`config.mk`:
```
export PLATFORM = sky130hd
export DESIGN_NAME = yuv420_block_to_rgb
export DESIGN_NICKNAME = d
export VERILOG_FILES = /design/src/hw/rtl/yuvrgb_pkg.sv /design/src/hw/rtl/yuvrgb_chroma.sv /design/src/hw/rtl/yuvrgb_lane.sv /design/src/hw/rtl/yuv420_block_to_rgb.sv
export SDC_FILE = /design/constraint.sdc
export NUM_CORES = 1
export LEC_CHECK = 0
export ABC_AREA = 1
export BUFFER_PORTS_ARGS = -buffer_cell sky130_fd_sc_hd__buf_2
export CELL_PAD_IN_SITES_DETAIL_PLACEMENT = 1
export CELL_PAD_IN_SITES_GLOBAL_PLACEMENT = 2
export CORE_MARGIN = 1
export CORE_UTILIZATION = 34
export CTS_CLUSTER_SIZE = 25
export DETAILED_ROUTE_END_ITERATION = 10
export GPL_TIMING_DRIVEN = 0
export PLACE_DENSITY = 0.89
export SKIP_CTS_REPAIR_TIMING = 1
export SLEW_MARGIN = 20
export SYNTH_ARGS = -nofsm -noshare
export SYNTH_HDL_FRONTEND = slang
export SYNTH_SLANG_ARGS = --single-unit
```
`constraint.sdc`:
```
create_clock -name clk_i -period 6.2 [get_ports clk_i]
set_clock_uncertainty 0.15 [all_clocks]
set_input_delay 1.24 -clock clk_i [delete_from_list [all_inputs] [get_ports clk_i]]
set_output_delay 1.24 -clock clk_i [all_outputs]
set_load 0.1 [all_outputs]
```
`src/hw/rtl/yuvrgb_pkg.sv`:
```
`default_nettype none

package yuvrgb_pkg;

  localparam int unsigned ChanW   = 8;
  localparam int unsigned PixW    = 3 * ChanW;
  localparam int unsigned Lanes   = 4;
  localparam int unsigned ProdW   = 26;
  localparam int unsigned FracW   = 16;
  localparam int unsigned SumW    = ProdW - FracW;
  localparam int unsigned AddrW   = 3;
  localparam int unsigned DataW   = 32;

  localparam logic signed [ProdW-1:0] CrToR = 26'sd91881;
  localparam logic signed [ProdW-1:0] CbToB = 26'sd116130;
  localparam logic signed [ProdW-1:0] CbToG = 26'sd22554;
  localparam logic signed [ProdW-1:0] CrToG = 26'sd46802;

  localparam logic [AddrW-1:0] RegOrder = 3'd0;

  typedef logic [Lanes-1:0][ChanW-1:0] luma_t;

  typedef struct packed {
    logic signed [ChanW-1:0] r;
    logic signed [ChanW-1:0] g;
    logic signed [ChanW-1:0] b;
  } chroma_off_t;

  function automatic logic signed [ChanW-1:0] clamp_off(input logic signed [SumW-1:0] x);
    logic signed [SumW-1:0] lo;
    logic signed [SumW-1:0] hi;
    lo = -(SumW'(128));
    hi = SumW'(127);
    if (x < lo) begin
      clamp_off = -8'sd128;
    end else if (x > hi) begin
      clamp_off = 8'sd127;
    end else begin
      clamp_off = x[ChanW-1:0];
    end
  endfunction

  function automatic logic [ChanW-1:0] sat_chan(input logic [ChanW-1:0] luma,
                                               input logic signed [ChanW-1:0] off);
    logic signed [ChanW+1:0] s;
    s = $signed({2'b00, luma}) + {{2{off[ChanW-1]}}, off};
    if (s < 0) begin
      sat_chan = '0;
    end else if (s > 10'sd255) begin
      sat_chan = '1;
    end else begin
      sat_chan = s[ChanW-1:0];
    end
  endfunction

endpackage

`default_nettype wire

```
`src/hw/rtl/yuvrgb_chroma.sv`:
```
`default_nettype none

module yuvrgb_chroma
  import yuvrgb_pkg::*;
(
  input  wire logic              clk_i,
  input  wire logic              rst_ni,
  input  wire logic              valid_i,
  output      logic              ready_o,
  input  wire logic [ChanW-1:0]  chroma_u_i,
  input  wire logic [ChanW-1:0]  chroma_v_i,
  input  wire luma_t             luma_i,
  output      logic              valid_o,
  input  wire logic              ready_i,
  output      chroma_off_t       off_o,
  output      luma_t             luma_o
);

  logic                      prod_v_q;
  logic signed [ProdW-1:0]   prod_r_q, prod_b_q, prod_gu_q, prod_gv_q;
  luma_t                     prod_luma_q;
  logic                      off_v_q;
  chroma_off_t               off_q;
  luma_t                     off_luma_q;

  logic signed [ChanW-1:0]   cu, cv;
  logic signed [ProdW-1:0]   cu_x, cv_x;
  logic signed [ProdW-1:0]   green_sum;
  logic                      off_ready, prod_ready;

  assign cu   = $signed({~chroma_u_i[ChanW-1], chroma_u_i[ChanW-2:0]});
  assign cv   = $signed({~chroma_v_i[ChanW-1], chroma_v_i[ChanW-2:0]});
  assign cu_x = {{(ProdW-ChanW){cu[ChanW-1]}}, cu};
  assign cv_x = {{(ProdW-ChanW){cv[ChanW-1]}}, cv};

  assign off_ready  = !off_v_q || ready_i;
  assign prod_ready = !prod_v_q || off_ready;
  assign ready_o    = prod_ready;

  assign green_sum = -prod_gu_q - prod_gv_q;

  always_ff @(posedge clk_i or negedge rst_ni) begin
    if (!rst_ni) begin
      prod_v_q <= 1'b0;
      off_v_q  <= 1'b0;
    end else begin
      if (prod_ready) begin
        prod_v_q <= valid_i;
      end
      if (off_ready) begin
        off_v_q <= prod_v_q;
      end
    end
  end

  always_ff @(posedge clk_i) begin
    if (prod_ready && valid_i) begin
      prod_r_q    <= cv_x * CrToR;
      prod_b_q    <= cu_x * CbToB;
      prod_gu_q   <= cu_x * CbToG;
      prod_gv_q   <= cv_x * CrToG;
      prod_luma_q <= luma_i;
    end
    if (off_ready && prod_v_q) begin
      off_q.r    <= clamp_off(prod_r_q[ProdW-1:FracW]);
      off_q.b    <= clamp_off(prod_b_q[ProdW-1:FracW]);
      off_q.g    <= clamp_off(green_sum[ProdW-1:FracW]);
      off_luma_q <= prod_luma_q;
    end
  end

  assign valid_o = off_v_q;
  assign off_o   = off_q;
  assign luma_o  = off_luma_q;

endmodule

`default_nettype wire

```
`src/hw/rtl/yuvrgb_lane.sv`:
```
`default_nettype none

module yuvrgb_lane
  import yuvrgb_pkg::*;
(
  input  wire logic [ChanW-1:0] luma_i,
  input  wire chroma_off_t      off_i,
  input  wire logic             red_low_i,
  output      logic [PixW-1:0]  pixel_o
);

  logic [ChanW-1:0] r, g, b;

  assign r = sat_chan(luma_i, off_i.r);
  assign g = sat_chan(luma_i, off_i.g);
  assign b = sat_chan(luma_i, off_i.b);

  assign pixel_o = red_low_i ? {b, g, r} : {r, g, b};

endmodule

`default_nettype wire

```
`src/hw/rtl/yuv420_block_to_rgb.sv`:
```
`default_nettype none

// Channel   Direction  Handshake                       Payload
// block     in         block_valid_i / block_stall_o   chroma_u_i, chroma_v_i, luma_*_i
// pixel     out        pixel_valid_o / pixel_stall_i   pixel_*_o
// config    in         APB (psel, penable, pwrite)     paddr, pwdata, prdata
//
// One block per cycle while the output is not stalled; an accepted block passes
// the product, offset and lane output registers in turn before it is output.
// Reset clears all valid flags and sets the byte order to red in the low byte.
// A stall on the output holds only the stages behind an occupied register;
// empty stages keep filling, so block_stall_o rises only when all stages are full.

module yuv420_block_to_rgb
  import yuvrgb_pkg::*;
(
  input  wire logic              clk_i,
  input  wire logic              rst_ni,
  input  wire logic              block_valid_i,
  output      logic              block_stall_o,
  input  wire logic [ChanW-1:0]  chroma_u_i,
  input  wire logic [ChanW-1:0]  chroma_v_i,
  input  wire logic [ChanW-1:0]  luma_top_left_i,
  input  wire logic [ChanW-1:0]  luma_top_right_i,
  input  wire logic [ChanW-1:0]  luma_bottom_left_i,
  input  wire logic [ChanW-1:0]  luma_bottom_right_i,
  output      logic              pixel_valid_o,
  input  wire logic              pixel_stall_i,
  output      logic [PixW-1:0]   pixel_top_left_o,
  output      logic [PixW-1:0]   pixel_top_right_o,
  output      logic [PixW-1:0]   pixel_bottom_left_o,
  output      logic [PixW-1:0]   pixel_bottom_right_o,
  input  wire logic              psel,
  input  wire logic              penable,
  input  wire logic              pwrite,
  input  wire logic [AddrW-1:0]  paddr,
  input  wire logic [DataW-1:0]  pwdata,
  output      logic [DataW-1:0]  prdata,
  output      logic              pready
);

  logic                          red_low_q;
  logic                          in_ready;
  logic                          off_valid;
  logic                          out_ready;
  chroma_off_t                   off;
  luma_t                         luma_in, luma_off;
  logic [Lanes-1:0][PixW-1:0]    lane_pix;
  logic [Lanes-1:0][PixW-1:0]    pix_q;
  logic                          pix_v_q;
  logic                          reg_hit;

  assign reg_hit = (paddr & ~AddrW'(3)) == RegOrder;
  assign pready  = 1'b1;
  assign prdata  = reg_hit ? {{(DataW-1){1'b0}}, red_low_q} : '0;

  always_ff @(posedge clk_i or negedge rst_ni) begin
    if (!rst_ni) begin
      red_low_q <= 1'b1;
    end else if (psel && penable && pwrite && reg_hit) begin
      red_low_q <= pwdata[0];
    end
  end

  assign luma_in = {luma_bottom_right_i, luma_bottom_left_i,
                    luma_top_right_i, luma_top_left_i};

  yuvrgb_chroma u_chroma (
    .clk_i      (clk_i),
    .rst_ni     (rst_ni),
    .valid_i    (block_valid_i),
    .ready_o    (in_ready),
    .chroma_u_i (chroma_u_i),
    .chroma_v_i (chroma_v_i),
    .luma_i     (luma_in),
    .valid_o    (off_valid),
    .ready_i    (out_ready),
    .off_o      (off),
    .luma_o     (luma_off)
  );

  assign block_stall_o = !in_ready;

  for (genvar i = 0; i < Lanes; i++) begin : g_lane
    yuvrgb_lane u_lane (
      .luma_i    (luma_off[i]),
      .off_i     (off),
      .red_low_i (red_low_q),
      .pixel_o   (lane_pix[i])
    );
  end

  assign out_ready = !pix_v_q || !pixel_stall_i;

  always_ff @(posedge clk_i or negedge rst_ni) begin
    if (!rst_ni) begin
      pix_v_q <= 1'b0;
    end else if (out_ready) begin
      pix_v_q <= off_valid;
    end
  end

  always_ff @(posedge clk_i) begin
    if (out_ready && off_valid) begin
      pix_q <= lane_pix;
    end
  end

  assign pixel_valid_o        = pix_v_q;
  assign pixel_top_left_o     = pix_q[0];
  assign pixel_top_right_o    = pix_q[1];
  assign pixel_bottom_left_o  = pix_q[2];
  assign pixel_bottom_right_o = pix_q[3];

endmodule

`default_nettype wire
```
==> flow_metrics.env <==
export IMPL_cts_buffer_depth=3
export IMPL_start_kind="input port"
export IMPL_p_per_area_nw_per_um2=465.4
export IMPL_antenna_left=0
export IMPL_critPathCaptureType="flop"
export IMPL_final_fill_count=8161
export IMPL_finalCritPeriodShare_pct=86.40
export IMPL_syn_inst=2703
export IMPL_power_frac_seq_pct=23.3
export IMPL_routabilityCongestion=0.9031
export IMPL_synth_warnings=0
export IMPL_internal_power_mw=6.035
export IMPL_clk_latency_ns=0.58
export IMPL_drt_iter0_drc=982
export IMPL_dieArea_um2=70970
export IMPL_pwr_share_comb_pct=62.5
export IMPL_grt_pass1_wl_um=109600
export IMPL_holdWs_ns=0.2633
export IMPL_async_flop_share_pct=1.569
export IMPL_antenna_found_initial=3
export IMPL_drive_gt1_share_pct=10.32
export IMPL_start_util_pct=34.53
export IMPL_maxCapViolations=0
export IMPL_die_h_um=266.4
export IMPL_leakagePower_nw=13.64
export IMPL_mostFrequentLayoutCell="nand2_1"
export IMPL_ys_ff_latch=255
export IMPL_crit_slowest_cell="fa_1"
export IMPL_cp_cell_sequence="buf_2, inv_1, fa_1, fa_1, inv_1, fa_1, inv_1, fa_1, inv_1, ha_1, nand2_1, nor3_1, a21oi_1, o21ai_0, xor2_1"
export IMPL_max_slew_margin_pct=42.09
export IMPL_yosysSeqAreaShare_pct=32.14
export IMPL_cp_arrival_ns=5.52
export IMPL_grt_use_total_pct=19.82
export IMPL_final_util_pct=39.36
export IMPL_drc_errors=0
export IMPL_layout_min_cycle_time_ns=5.357
export IMPL_synthFlopType="edfxtp_1"
export IMPL_num_vias=19060
export IMPL_timing_fmax_mhz=186.7
export IMPL_numPortBuffers=155
export IMPL_synth_edf_count=251
export IMPL_grt_max_degree=50
export IMPL_status="completed"
export IMPL_cts_root_buf="clkbuf_16"
export IMPL_worstPathRequired_ns=6.36
export IMPL_worst_slew_pin_slew_ns=0.8686
export IMPL_mostFrequentLayoutCells="515 x nand2_1, 498 x inv_1, 344 x ha_1"
export IMPL_clkTransAtPathRegs_ns=0.06
export IMPL_ios=221
export IMPL_critPathKind="in2reg"
export IMPL_synth_area_um2=23770
export IMPL_finalMaxSlewViolations=0
export IMPL_worstPathMaxFanout=7
export IMPL_synth_cell_types=49
export IMPL_cts_buffers=31
export IMPL_post_synth_cell_area_avg_um2=8.793
export IMPL_grt_overflow_total=0
export IMPL_crit_path_max_incr_delay_ns=0.56
export IMPL_fp_coreArea_um2=68830
export IMPL_cts_sink_count=255
export IMPL_finalSetupViolCount=0
export IMPL_rows=96
export IMPL_drt_wl_total_um=70000
export IMPL_hold_viol_final=0
export IMPL_switching_share_pct=52.13
export IMPL_vdd_drop_max_v=0.0002924
export IMPL_fin_nets=3472
export IMPL_die_w_um=266.4
export IMPL_cts_tree="built"
export IMPL_power_frac_clock_pct=14.2
export IMPL_switchingPower_mw=6.572
export IMPL_wl_per_cell_um=18.01
export IMPL_syn2layout_area_growth_pct=13.97
export IMPL_post_dp_hpwl_um=58640
export IMPL_hp_class="reg2reg"
export IMPL_rsz0062_at_grt="false"
export IMPL_viasPerCell=4.904
export IMPL_dr_pass1_iters=5
export IMPL_first_global_vias=19660
export IMPL_htree_levels=1
[state kept, by name, summed over array words and instances (netlist names)]
signal,count
u_chroma.luma_o,32
u_chroma.prod_luma_q,32
pixel_bottom_left_o,24
pixel_bottom_right_o,24
pixel_top_left_o,24
pixel_top_right_o,24
u_chroma.off_o,24
u_chroma.prod_gu_q,21
u_chroma.prod_gv_q,17
u_chroma.prod_r_q,17
u_chroma.prod_b_q,12
pixel_valid_o,1
red_low_q,1
u_chroma.prod_v_q,1
u_chroma.valid_o,1
[per-layer routing]
layer	vias to the layer above	share of wire (%)	track usage [%]
li1	9404	-	-
met1	9206	46	26.16
met2	372	48	34.09
met3	79	4.7	3.201
met4	0	1.9	3.930
met5	-	0	0
[power groups by stage]
stage          clock network (mW)  registers (mW)  logic, mW
2_1_floorplan                   0            4.14       4.67
5_1_grt                      1.89            2.97       8.78
6_report                     1.79            2.94       7.88
3_5_place_dp                    0            2.97       7.86
4_1_cts                      1.85            2.94       7.92
3_3_place_gp                    0            2.97       7.64
[layout make-up]
type	count	area [um2]	area share (%)
inverter	504	1894	6.993
timing repair buffer	165	1016	3.751
sequential	255	7639	28.20
clock inverter	17	180.2	0.6652
tap	931	1165	4.300
buffer	60	396.6	1.464
antenna	1	2.502	0.009238
multi-input combinational	1914	13970	51.59
clock buffer	40	819.5	3.026
[kinds of logic after synthesis]
| logic type | count (synthesis) | share of synthesized area, % |
|---|---|---|
| adders and majority gates | 451 | 27.12 |
| other | 2 | 0.03160 |
| buffers and inverters | 564 | 9.628 |
| and+or+nand+nor | 950 | 17.46 |
| xor gates and xnor gates | 126 | 5.038 |
| DFF | 255 | 32.14 |
| AOI/OAI and AO/OA | 355 | 8.581 |
[through the flow]
step           total power, mW  instances  setup TNS, ns  area (um2)  setup WS, ns
6_report                 12.61       3887              0       27090        0.8431
5_1_grt                  13.65       3887              0       27090        0.6254
4_1_cts                  12.71       3886              0       27080        0.8561
3_5_place_dp             10.84       3829              0       26090        0.2466
3_3_place_gp             10.61       3819         -5.615       25830      -0.07741
2_1_floorplan            8.809       2733              0       23890         1.095
[worst max-delay path: cells and delay by family]
| family | cells | cell delay [ns] |
|---|---|---|
| adders and majority gates | 5 | 2.51 |
| buffers and inverters | 5 | 0.64 |
| and+or+nand+nor | 2 | 0.59 |
| xor gates and xnor gates | 1 | 0.09 |
| AOI/OAI and AO/OA | 2 | 0.45 |
[worst paths after layout]
| kind | slack, ns | from | to | cells past startpoint |
|---|---|---|---|---|
| min | 0.26 | u_chroma.prod_luma_q[10] | u_chroma.luma_o[10] | 0 |
| max | 0.84 | chroma_v_i[5] | u_chroma.prod_gv_q[17] | 15 |
| min in group asynchronous | 0.31 | rst_ni | pixel_valid_o | 1 |
| min reg2reg | 0.26 | u_chroma.prod_luma_q[10] | u_chroma.luma_o[10] | 0 |
| max reg2reg | 3.18 | u_chroma.off_o[0] | pixel_top_left_o[6] | 12 |
| max in group asynchronous | 5.38 | rst_ni | red_low_q | 1 |
[cell usage after synthesis (4+ instances only)]
cell type    n  share of area, %
a21o_1      15              0.47
nand4_1     41               1.1
edfxtp_1   251                32
nand3_1    221               4.7
nor2_1     110               1.7
xnor2_1     47               1.7
nand3_2      7              0.29
o211ai_1    46               1.5
ha_1       344                18
nand2_2     10              0.26
a21boi_0     6              0.19
xor2_1      74               2.7
inv_1      499               7.9
nor4_1       5              0.13
nor3_1      14              0.29
inv_2        4             0.063
nand3b_1    10              0.32
o21bai_1     6              0.19
buf_1        4             0.063
or2_2        4              0.11
o21ai_0     82               1.7
fa_1       107               9.0
clkbuf_1    10              0.16
nand2_1    515               8.1
a21oi_1    168               3.5
buf_2        8              0.17
xor2_4       5              0.58
buf_4       33               1.0
a211oi_1     5              0.16
nand2_4      5              0.24
a31oi_1      7              0.18
buf_6        5              0.24
o21ai_1      4             0.084
o21a_1       4              0.13
Note: power is estimated with default switching activity, not from simulation.
